`src/hw/rtl/tcce_pkg.sv`:
```
package tcce_pkg;

   // field widths
   localparam int CELL_W  = 8;
   localparam int COUNT_W = 9;
   localparam int GLYPH_W = 7;
   localparam int CMD_W   = 3;
   localparam int CHAR_W  = 8;
   localparam int CSR_W   = 2;

   // screen geometry limits
   localparam int TAB_STOP           = 8;
   localparam int MAX_CELLS_PER_AXIS = 256;
   localparam int CMP_W              = 13;

   // runs waiting between front and back end
   localparam int QUEUE_DEPTH = 4;

   typedef logic [CMD_W-1:0] command_type;

   // drawing commands
   localparam command_type CMD_ERASE_CURSOR = 3'd0;
   localparam command_type CMD_DRAW_GLYPH   = 3'd1;
   localparam command_type CMD_CLEAR_CELL   = 3'd2;
   localparam command_type CMD_SCROLL       = 3'd3;
   localparam command_type CMD_DRAW_CURSOR  = 3'd4;

   // character codes
   localparam logic [CHAR_W-1:0] CHAR_BS       = 8'd8;
   localparam logic [CHAR_W-1:0] CHAR_TAB      = 8'd9;
   localparam logic [CHAR_W-1:0] CHAR_LF       = 8'd10;
   localparam logic [CHAR_W-1:0] CHAR_CR       = 8'd13;
   localparam logic [CHAR_W-1:0] CHAR_PRINT_LO = 8'd32;
   localparam logic [CHAR_W-1:0] CHAR_PRINT_HI = 8'd126;

   // register indexes
   localparam logic [CSR_W-1:0] CSR_COLUMN_COUNT = 2'd0;
   localparam logic [CSR_W-1:0] CSR_ROW_COUNT    = 2'd1;
   localparam logic [CSR_W-1:0] CSR_SHOW_CURSOR  = 2'd2;

   // register reset values
   localparam logic [COUNT_W-1:0] COLUMN_COUNT_RESET = 9'd80;
   localparam logic [COUNT_W-1:0] ROW_COUNT_RESET    = 9'd25;
   localparam logic               SHOW_CURSOR_RESET  = 1'b1;

   typedef struct packed {
      logic [COUNT_W-1:0] column_count;
      logic [COUNT_W-1:0] row_count;
      logic               show_cursor;
   } cfg_type;

   // everything the back end needs to play out one character's commands
   typedef struct packed {
      logic               show;
      logic               act_valid;
      logic               act_clear;
      logic [CELL_W-1:0]  act_column;
      logic [GLYPH_W-1:0] glyph;
      logic               scroll;
      logic [CELL_W-1:0]  old_column;
      logic [CELL_W-1:0]  old_row;
      logic [CELL_W-1:0]  new_column;
      logic [CELL_W-1:0]  new_row;
   } run_type;

   // zero acts as one, oversize clamps to the axis limit
   function automatic logic [COUNT_W-1:0] effective_count(input logic [COUNT_W-1:0] value);
      logic [CMP_W-1:0] wide;
      wide = CMP_W'(value);
      if (value == '0) begin
         return COUNT_W'(1);
      end else if (wide > CMP_W'(MAX_CELLS_PER_AXIS)) begin
         return COUNT_W'(MAX_CELLS_PER_AXIS);
      end else begin
         return value;
      end
   endfunction

endpackage

```
`src/hw/rtl/tcce_front.sv`:
```
module tcce_front (
   input  logic                              clock,
   input  logic                              reset,
   input  tcce_pkg::cfg_type                 cfg,
   input  logic                              req_valid,
   output logic                              req_stall,
   input  logic [tcce_pkg::CHAR_W-1:0]       req_char_byte,
   output logic                              push,
   output tcce_pkg::run_type                 push_run,
   input  logic                              queue_full
);

   localparam int CellW      = tcce_pkg::CELL_W;
   localparam int CountW     = tcce_pkg::COUNT_W;
   localparam int GlyphW     = tcce_pkg::GLYPH_W;
   localparam int TableDepth = 2 ** CellW;

   logic [CellW-1:0]  cursor_column_ff;
   logic [CellW-1:0]  cursor_column_in;
   logic [CellW-1:0]  cursor_row_ff;
   logic [CellW-1:0]  cursor_row_in;

   logic [CountW-1:0] tab_next [TableDepth];
   logic [CountW-1:0] cols;
   logic [CountW-1:0] rows;
   logic [CountW-1:0] col_a;
   logic [CountW-1:0] row_a;
   logic [CountW-1:0] col_b;
   logic [CountW-1:0] row_b;
   logic [CountW-1:0] row_c;
   logic              act_valid;
   logic              act_clear;
   logic [CellW-1:0]  act_column;
   logic [GlyphW-1:0] glyph;
   logic              scroll;
   logic              accept;

   // next tab stop for every column
   genvar g;
   generate
      for (g = 0; g < TableDepth; g++) begin : g_tab
         assign tab_next[g] = CountW'((g / tcce_pkg::TAB_STOP + 1) * tcce_pkg::TAB_STOP);
      end
   endgenerate

   // classify the character and work out the new cursor
   always_comb begin
      cols       = tcce_pkg::effective_count(cfg.column_count);
      rows       = tcce_pkg::effective_count(cfg.row_count);
      col_a      = {1'b0, cursor_column_ff};
      row_a      = {1'b0, cursor_row_ff};
      act_valid  = 1'b0;
      act_clear  = 1'b0;
      act_column = cursor_column_ff;
      glyph      = '0;
      unique case (req_char_byte) inside
         tcce_pkg::CHAR_LF: begin
            col_a = '0;
            row_a = row_a + CountW'(1);
         end
         tcce_pkg::CHAR_CR: begin
            col_a = '0;
         end
         tcce_pkg::CHAR_TAB: begin
            if (tab_next[cursor_column_ff] >= cols) begin
               col_a = '0;
               row_a = row_a + CountW'(1);
            end else begin
               col_a = tab_next[cursor_column_ff];
            end
         end
         tcce_pkg::CHAR_BS: begin
            if (cursor_column_ff != '0) begin
               col_a      = col_a - CountW'(1);
               act_valid  = 1'b1;
               act_clear  = 1'b1;
               act_column = cursor_column_ff - CellW'(1);
            end
         end
         [tcce_pkg::CHAR_PRINT_LO : tcce_pkg::CHAR_PRINT_HI]: begin
            act_valid = 1'b1;
            glyph     = req_char_byte[GlyphW-1:0];
            col_a     = col_a + CountW'(1);
         end
         default: begin
         end
      endcase

      // column wrap
      if (col_a >= cols) begin
         col_b = '0;
         row_b = row_a + CountW'(1);
      end else begin
         col_b = col_a;
         row_b = row_a;
      end

      // bottom of screen pins the row and scrolls
      scroll = (row_b >= rows);
      row_c  = scroll ? (rows - CountW'(1)) : row_b;
   end

   // handshake and run descriptor
   assign req_stall = queue_full;
   assign accept    = req_valid && !queue_full;
   assign push      = accept && (cfg.show_cursor || act_valid || scroll);

   assign push_run.show       = cfg.show_cursor;
   assign push_run.act_valid  = act_valid;
   assign push_run.act_clear  = act_clear;
   assign push_run.act_column = act_column;
   assign push_run.glyph      = glyph;
   assign push_run.scroll     = scroll;
   assign push_run.old_column = cursor_column_ff;
   assign push_run.old_row    = cursor_row_ff;
   assign push_run.new_column = cursor_column_in;
   assign push_run.new_row    = cursor_row_in;

   assign cursor_column_in = col_b[CellW-1:0];
   assign cursor_row_in    = row_c[CellW-1:0];

   // cursor position
   always_ff @(posedge clock) begin
      if (reset) begin
         cursor_column_ff <= '0;
         cursor_row_ff    <= '0;
      end else if (accept) begin
         cursor_column_ff <= cursor_column_in;
         cursor_row_ff    <= cursor_row_in;
      end
   end

endmodule

```
`src/hw/rtl/tcce_queue.sv`:
```
module tcce_queue (
   input  logic              clock,
   input  logic              reset,
   input  logic              push,
   input  tcce_pkg::run_type push_run,
   output logic              full,
   input  logic              pop,
   output tcce_pkg::run_type pop_run,
   output logic              empty
);

   localparam int Depth = tcce_pkg::QUEUE_DEPTH;
   localparam int PtrW  = $clog2(Depth);

   tcce_pkg::run_type slots_ff [Depth];
   logic [PtrW-1:0]   wr_ptr_ff;
   logic [PtrW-1:0]   wr_ptr_in;
   logic [PtrW-1:0]   rd_ptr_ff;
   logic [PtrW-1:0]   rd_ptr_in;
   logic [PtrW:0]     count_ff;
   logic [PtrW:0]     count_in;

   assign full    = (count_ff == (PtrW+1)'(Depth));
   assign empty   = (count_ff == '0);
   assign pop_run = slots_ff[rd_ptr_ff];

   // pointer and fill bookkeeping
   always_comb begin
      wr_ptr_in = push ? (wr_ptr_ff + PtrW'(1)) : wr_ptr_ff;
      rd_ptr_in = pop ? (rd_ptr_ff + PtrW'(1)) : rd_ptr_ff;
      count_in  = count_ff;
      if (push && !pop) begin
         count_in = count_ff + (PtrW+1)'(1);
      end else if (pop && !push) begin
         count_in = count_ff - (PtrW+1)'(1);
      end
   end

   always_ff @(posedge clock) begin
      if (reset) begin
         wr_ptr_ff <= '0;
         rd_ptr_ff <= '0;
         count_ff  <= '0;
      end else begin
         wr_ptr_ff <= wr_ptr_in;
         rd_ptr_ff <= rd_ptr_in;
         count_ff  <= count_in;
      end
   end

   // run storage
   always_ff @(posedge clock) begin
      if (push) begin
         slots_ff[wr_ptr_ff] <= push_run;
      end
   end

endmodule

```
`src/hw/rtl/tcce_back.sv`:
```
module tcce_back (
   input  logic                              clock,
   input  logic                              reset,
   input  tcce_pkg::run_type                 pop_run,
   input  logic                              empty,
   output logic                              pop,
   output logic                              rsp_valid,
   input  logic                              rsp_stall,
   output logic [tcce_pkg::CMD_W-1:0]        rsp_command,
   output logic [tcce_pkg::CELL_W-1:0]       rsp_cell_column,
   output logic [tcce_pkg::CELL_W-1:0]       rsp_cell_row,
   output logic [tcce_pkg::GLYPH_W-1:0]      rsp_glyph_code,
   output logic                              rsp_last_of_run
);

   localparam int CellW  = tcce_pkg::CELL_W;
   localparam int GlyphW = tcce_pkg::GLYPH_W;
   localparam int Slots  = 4;
   localparam int SlotW  = 2;

   // command slots of one run, in issue order
   localparam logic [SlotW-1:0] SLOT_ERASE  = 2'd0;
   localparam logic [SlotW-1:0] SLOT_ACTION = 2'd1;
   localparam logic [SlotW-1:0] SLOT_SCROLL = 2'd2;
   localparam logic [SlotW-1:0] SLOT_CURSOR = 2'd3;

   logic [SlotW-1:0]            step_ff;
   logic [SlotW-1:0]            step_in;
   logic                        rsp_valid_ff;
   logic                        rsp_valid_in;
   tcce_pkg::command_type       rsp_command_ff;
   tcce_pkg::command_type       rsp_command_in;
   logic [CellW-1:0]            rsp_cell_column_ff;
   logic [CellW-1:0]            rsp_cell_column_in;
   logic [CellW-1:0]            rsp_cell_row_ff;
   logic [CellW-1:0]            rsp_cell_row_in;
   logic [GlyphW-1:0]           rsp_glyph_code_ff;
   logic [GlyphW-1:0]           rsp_glyph_code_in;
   logic                        rsp_last_of_run_ff;
   logic                        rsp_last_of_run_in;

   logic [Slots-1:0]            enabled;
   logic [Slots-1:0]            avail;
   logic [SlotW-1:0]            pick;
   logic                        later;
   logic                        load;

   assign enabled[SLOT_ERASE]  = pop_run.show;
   assign enabled[SLOT_ACTION] = pop_run.act_valid;
   assign enabled[SLOT_SCROLL] = pop_run.scroll;
   assign enabled[SLOT_CURSOR] = pop_run.show;

   // output register free or being drained this cycle
   assign load = !empty && (!rsp_valid_ff || !rsp_stall);

   // pick the next pending command of the head run
   always_comb begin
      avail = '0;
      pick  = SLOT_CURSOR;
      later = 1'b0;
      for (int i = 0; i < Slots; i++) begin
         avail[i] = enabled[i] && (SlotW'(i) >= step_ff);
      end
      for (int i = Slots - 1; i >= 0; i--) begin
         if (avail[i]) begin
            pick = SlotW'(i);
         end
      end
      for (int i = 0; i < Slots; i++) begin
         if (avail[i] && (SlotW'(i) > pick)) begin
            later = 1'b1;
         end
      end
   end

   // command fields for the picked slot
   always_comb begin
      rsp_command_in     = tcce_pkg::CMD_SCROLL;
      rsp_cell_column_in = '0;
      rsp_cell_row_in    = '0;
      rsp_glyph_code_in  = '0;
      unique case (pick)
         SLOT_ERASE: begin
            rsp_command_in     = tcce_pkg::CMD_ERASE_CURSOR;
            rsp_cell_column_in = pop_run.old_column;
            rsp_cell_row_in    = pop_run.old_row;
         end
         SLOT_ACTION: begin
            rsp_command_in     = pop_run.act_clear ? tcce_pkg::CMD_CLEAR_CELL
                                                   : tcce_pkg::CMD_DRAW_GLYPH;
            rsp_cell_column_in = pop_run.act_column;
            rsp_cell_row_in    = pop_run.old_row;
            rsp_glyph_code_in  = pop_run.glyph;
         end
         SLOT_SCROLL: begin
            rsp_command_in = tcce_pkg::CMD_SCROLL;
         end
         SLOT_CURSOR: begin
            rsp_command_in     = tcce_pkg::CMD_DRAW_CURSOR;
            rsp_cell_column_in = pop_run.new_column;
            rsp_cell_row_in    = pop_run.new_row;
         end
         default: begin
         end
      endcase
      rsp_last_of_run_in = !later;
   end

   // sequencer step and valid
   always_comb begin
      pop          = load && !later;
      step_in      = step_ff;
      rsp_valid_in = rsp_valid_ff;
      if (load) begin
         step_in      = later ? (pick + SlotW'(1)) : '0;
         rsp_valid_in = 1'b1;
      end else if (!rsp_stall) begin
         rsp_valid_in = 1'b0;
      end
   end

   always_ff @(posedge clock) begin
      if (reset) begin
         step_ff      <= '0;
         rsp_valid_ff <= 1'b0;
      end else begin
         step_ff      <= step_in;
         rsp_valid_ff <= rsp_valid_in;
      end
   end

   // result word register
   always_ff @(posedge clock) begin
      if (load) begin
         rsp_command_ff     <= rsp_command_in;
         rsp_cell_column_ff <= rsp_cell_column_in;
         rsp_cell_row_ff    <= rsp_cell_row_in;
         rsp_glyph_code_ff  <= rsp_glyph_code_in;
         rsp_last_of_run_ff <= rsp_last_of_run_in;
      end
   end

   assign rsp_valid       = rsp_valid_ff;
   assign rsp_command     = rsp_command_ff;
   assign rsp_cell_column = rsp_cell_column_ff;
   assign rsp_cell_row    = rsp_cell_row_ff;
   assign rsp_glyph_code  = rsp_glyph_code_ff;
   assign rsp_last_of_run = rsp_last_of_run_ff;

endmodule

```
`src/hw/rtl/text_console_cursor_engine_unit.sv`:
```
// Cursor engine for a character-cell text console. Each character word on the
// req_ side moves the cursor and yields a run of one to four drawing commands on
// the rsp_ side (erase cursor, draw glyph or clear cell, scroll, draw cursor),
// with last_of_run set on the final one; with the cursor hidden a character that
// draws nothing yields no word at all. The front end takes one character per
// cycle while its four-run queue has room; the back end issues one command per
// cycle from the queue head while rsp_stall is low.
// The csr_ registers (column count, row count, cursor visibility) are meant to be
// written while no run is outstanding.
module text_console_cursor_engine_unit (
   input  logic                              clock,
   input  logic                              reset,
   input  logic                              req_valid,
   output logic                              req_stall,
   input  logic [tcce_pkg::CHAR_W-1:0]       req_char_byte,
   output logic                              rsp_valid,
   input  logic                              rsp_stall,
   output logic [tcce_pkg::CMD_W-1:0]        rsp_command,
   output logic [tcce_pkg::CELL_W-1:0]       rsp_cell_column,
   output logic [tcce_pkg::CELL_W-1:0]       rsp_cell_row,
   output logic [tcce_pkg::GLYPH_W-1:0]      rsp_glyph_code,
   output logic                              rsp_last_of_run,
   input  logic                              csr_write_enable,
   input  logic [tcce_pkg::CSR_W-1:0]        csr_index,
   input  logic [tcce_pkg::COUNT_W-1:0]      csr_write_data
);

   tcce_pkg::cfg_type cfg_ff;
   tcce_pkg::cfg_type cfg_in;
   tcce_pkg::run_type push_run;
   tcce_pkg::run_type pop_run;
   logic              push;
   logic              pop;
   logic              queue_full;
   logic              queue_empty;

   // configuration registers
   always_comb begin
      cfg_in = cfg_ff;
      if (csr_write_enable) begin
         unique case (csr_index)
            tcce_pkg::CSR_COLUMN_COUNT: cfg_in.column_count = csr_write_data;
            tcce_pkg::CSR_ROW_COUNT:    cfg_in.row_count    = csr_write_data;
            tcce_pkg::CSR_SHOW_CURSOR:  cfg_in.show_cursor  = csr_write_data[0];
            default: begin
            end
         endcase
      end
   end

   always_ff @(posedge clock) begin
      if (reset) begin
         cfg_ff.column_count <= tcce_pkg::COLUMN_COUNT_RESET;
         cfg_ff.row_count    <= tcce_pkg::ROW_COUNT_RESET;
         cfg_ff.show_cursor  <= tcce_pkg::SHOW_CURSOR_RESET;
      end else begin
         cfg_ff <= cfg_in;
      end
   end

   tcce_front u_front (
      .clock         (clock),
      .reset         (reset),
      .cfg           (cfg_ff),
      .req_valid     (req_valid),
      .req_stall     (req_stall),
      .req_char_byte (req_char_byte),
      .push          (push),
      .push_run      (push_run),
      .queue_full    (queue_full)
   );

   tcce_queue u_queue (
      .clock    (clock),
      .reset    (reset),
      .push     (push),
      .push_run (push_run),
      .full     (queue_full),
      .pop      (pop),
      .pop_run  (pop_run),
      .empty    (queue_empty)
   );

   tcce_back u_back (
      .clock           (clock),
      .reset           (reset),
      .pop_run         (pop_run),
      .empty           (queue_empty),
      .pop             (pop),
      .rsp_valid       (rsp_valid),
      .rsp_stall       (rsp_stall),
      .rsp_command     (rsp_command),
      .rsp_cell_column (rsp_cell_column),
      .rsp_cell_row    (rsp_cell_row),
      .rsp_glyph_code  (rsp_glyph_code),
      .rsp_last_of_run (rsp_last_of_run)
   );

endmodule

```
`config.mk`:
```
export PLATFORM = sky130hd
export DESIGN_NAME = text_console_cursor_engine_unit
export DESIGN_NICKNAME = d
export VERILOG_FILES = /design/src/hw/rtl/tcce_pkg.sv /design/src/hw/rtl/tcce_front.sv /design/src/hw/rtl/tcce_queue.sv /design/src/hw/rtl/tcce_back.sv /design/src/hw/rtl/text_console_cursor_engine_unit.sv
export SDC_FILE = /design/constraint.sdc
export NUM_CORES = 1
export LEC_CHECK = 0
export BUFFER_PORTS_ARGS = -buffer_cell sky130_fd_sc_hd__buf_2
export CAP_MARGIN = 20
export CORE_MARGIN = 3
export CORE_UTILIZATION = 67
export DETAILED_ROUTE_END_ITERATION = 12
export PLACE_DENSITY_LB_ADDON = 0.3
export SYNTH_ARGS = -nofsm -noshare
export SYNTH_HDL_FRONTEND = slang
export SYNTH_SLANG_ARGS = --single-unit
```
`constraint.sdc`:
```
create_clock -name clock -period 20.9 [get_ports clock]
set_clock_uncertainty 0.1 [all_clocks]
set_input_delay 2.09 -clock clock [delete_from_list [all_inputs] [get_ports clock]]
set_output_delay 2.09 -clock clock [all_outputs]
set_load 0.02 [all_outputs]
```
==> results.py <==
metrics = {
    "critical_path": {
        "r2r-end": "u_queue.count_ff[2]",
        "cp_max_fo": 11,
        "cp-start-kind": "primary input",
        "cp-end-kind": "register",
        "worst_path_most_repeated_cell": "inv_1",
        "rr_startpoint": "u_front.cursor_column_ff[4]",
        "required_ns": 21.25,
        "reg2reg_depth": 29,
        "arrival_ns": 8.94,
        "cpPeakStageDelay_ns": 0.70,
        "rrSetupSlack_ns": 12.75,
        "cp_slowest_cell": "a2111oi_0",
        "crit_type": "primary input to register",
    },
    "timing": {
        "finalSetupTns_ns": 0,
        "finalSetupViolCount": 0,
        "setup_ws_ns": 12.31,
        "hold_violations": 0,
        "tightest_slew_ns": 1.00,
        "fin_crit_ns": 8.59,
        "period_share_pct": 41.1,
        "max_freq_mhz": 116,
        "grt_setup_unrepaired": "no",
        "slew_violations": 0,
        "slew_headroom_pct": 32.9,
    },
    "floorplan": {
        "die_w_um": 144,
        "die_h_um": 144,
        "coreArea_um2": 18400,
        "die_area_um2": 20900,
        "start_util_pct": 69.8,
        "io_pins": 53,
        "rows": 49,
    },
    "grt": {
        "grt_max_degree": 52,
        "grt_pass1_vias": 7829,
        "grt_antenna_before_repair": 0,
        "grt_pass1_wl_um": 43400,
        "grtUsageTotal_pct": 27.2,
        "grt_overflow_total": 0,
    },
    "run": {
        "maxCapViolCount": 0,
    },
    "clock_tree": {
        "ctsResizeCount": 0,
        "clk_pin_slew_worst_paths_ns": 0.06,
        "tritoncts": "done",
        "cts_setup_buffers": 0,
        "cts_sinks": 278,
        "htreeDepth": 1,
        "clockBufferDepth": 3,
        "hold_buffers": 0,
        "clock_latency_ns": 0.52,
        "cts_root_buf": "clkbuf_16",
        "numCtsBuffers": 27,
    },
    "min_path": {
        "hold_depth": 2,
        "holdPathEnd": "u_back.rsp_valid",
        "worstHoldStart": "u_back.rsp_valid",
        "hp-class": "register to register",
    },
    "synth": {
        "syn-instance-count": 916,
        "ys_seq_area_share_pct": 61.4,
        "ys_warn_count": 0,
        "synth_area_um2": 12800,
        "synth_edf_count": 231,
        "syn-num-nets": 983,
        "synthDistinctLibCells": 80,
        "synthArstFlopShare_pct": 0,
        "syn_avg_cell_area_um2": 14.0,
        "synth-seq-cells": 278,
        "synth_top_flop_cell": "edfxtp_1",
    },
    "route": {
        "vias": 8028,
        "drc_errors": 0,
        "wl_um": 27800,
        "initialDrtViolationCount": 1061,
        "wl_per_cell_um": 23.0,
        "first_pass_iters": 6,
        "antenna_left": 0,
        "viasPerCell": 6.65,
    },
    "power": {
        "peakVddDrop_mv": 0.109,
        "p_per_area_nw_per_um2": 114,
        "power_leakage_nw": 5.12,
    },
    "layout": {
        "syn_to_final_growth_pct": 10.9,
        "layout-drive-gt1-share_pct": 18.9,
        "fin_cells": 1208,
        "final_core_utilization_pct": 77.4,
        "finalNetCount": 1027,
        "antenna_cells": 0,
    },
    "status": {
        "status": "finished clean",
    },
    "placement": {
        "placed_cells": 1159,
        "dpl.hpwl_um": 17300,
        "portBuffers": 52,
        "place_congestion": 0.927,
        "place_ws_ns": 11.93,
    },
}
[cells in the final DEF, fill, tap and decap left out, drive strengths merged, types with 4 or more instances in the layout]
master	count
nor4	5
a21o	8
and2	26
nand2b	8
o21ai	16
ha	42
clkbuf	37
a211oi	4
a31oi	4
and3	7
nor2b	7
buf	66
nor3b	7
o21a	12
xnor2	13
inv	26
nand2	66
nand3	12
o211ai	5
nand3b	6
or3	5
bufinv	4
clkinv	8
a22oi	20
o31ai	6
edfxtp	231
mux2i	27
dfxtp	47
a2111oi	4
xor2	12
mux4	51
nor2	70
a21oi	43
nor4b	4
nor3	15
[state kept, by name, summed over array words and instances (netlist names), named ones only]
signal,flops
cfg_ff,19
u_back.rsp_cell_column,8
u_back.rsp_cell_row,8
u_back.rsp_command,3
u_back.rsp_glyph_code,7
u_back.rsp_last_of_run,1
u_back.rsp_valid,1
u_back.step_ff,2
u_front.cursor_column_ff,8
u_front.cursor_row_ff,8
u_queue.count_ff,3
u_queue.rd_ptr_ff,2
u_queue.slots_ff,204
u_queue.wr_ptr_ff,2
[per-layer routing]
metal  GRT usage (%)  part of all wire [%]
met2            42.0                    47
met1            40.3                    41
met5               0                     0
met3            4.99                   9.2
met4            8.30                   2.8
[where the power goes]
group	internal [mW]	switching, mW
logic	0.141	0.227
registers	0.722	0.0404
clock network	0.298	0.200
total	1.16	0.467
[synth_stat cells (all sizes together) (8+ instances only)]
| master | count | area, µm² |
|---|---|---|
| o21a | 12 | 90.1 |
| inv | 26 | 97.6 |
| xor2 | 12 | 113 |
| mux2i | 27 | 270 |
| edfxtp | 231 | 6940 |
| xnor2 | 13 | 114 |
| ha | 42 | 526 |
| nand3 | 12 | 60.1 |
| nand2 | 66 | 248 |
| a21o | 8 | 60.1 |
| nor2 | 70 | 265 |
| buf | 14 | 66.3 |
| o21ai | 16 | 80.1 |
| a22oi | 20 | 150 |
| nand2b | 8 | 50.1 |
| and2 | 26 | 165 |
| nor3 | 15 | 86.3 |
| a21oi | 43 | 215 |
| dfxtp | 47 | 941 |
| mux4 | 51 | 1150 |
| clkbuf | 37 | 139 |
[worst max-delay path by stage]
stage                           from                      to  slack [ns]
floorplan           req_char_byte[6]  u_queue.slots_ff[0][0]       11.93
global placement    req_char_byte[6]     u_queue.count_ff[2]       12.16
detailed placement  req_char_byte[6]     u_queue.count_ff[2]       11.93
CTS                 req_char_byte[6]     u_queue.count_ff[2]       12.43
global route        req_char_byte[6]     u_queue.count_ff[2]       11.81
finish              req_char_byte[6]     u_queue.count_ff[2]       12.31
[per-stage QoR]
| step | cell area [µm²] | power (mW) | hold slack (ns) |
|---|---|---|---|
| floorplan | 12800 | 1.02 | 0.358 |
| global placement | 13300 | 1.12 | 0.384 |
| detailed placement | 13300 | 1.13 | 0.396 |
| CTS | 14200 | 1.63 | 0.406 |
| global route | 14200 | 1.70 | 0.437 |
| finish | 14200 | 1.63 | 0.401 |
[logic make-up (layout without fill, tap and decap cells)]
group,after synthesis,count (layout),synth area share (%)
mux,81,81,11.3
fa+ha+maj,44,44,4.33
compound gates,157,157,8.61
flops,278,278,61.4
simple gates,251,251,10.2
buf+inv,80,143,2.45
xor+xnor,25,25,1.76
[cell type report]
cell class	count	area [µm²]
clock buffer	37	743
fill	1087	4150
multi-input combinational	558	4670
tap	229	287
inverter	29	109
timing repair buffer	66	385
sequential	278	7880
clock inverter	11	165
[worst max-delay path, delay by kind of cell]
kind / cells / cell delay (ns)
and+or+nand+nor: 8 / 2.29
AOI/OAI and AO/OA: 8 / 2.51
adders and majority gates: 4 / 1.14
xor gates and xnor gates: 1 / 0.17
buffers and inverters: 5 / 0.73
(Power assumes the default switching activity.)
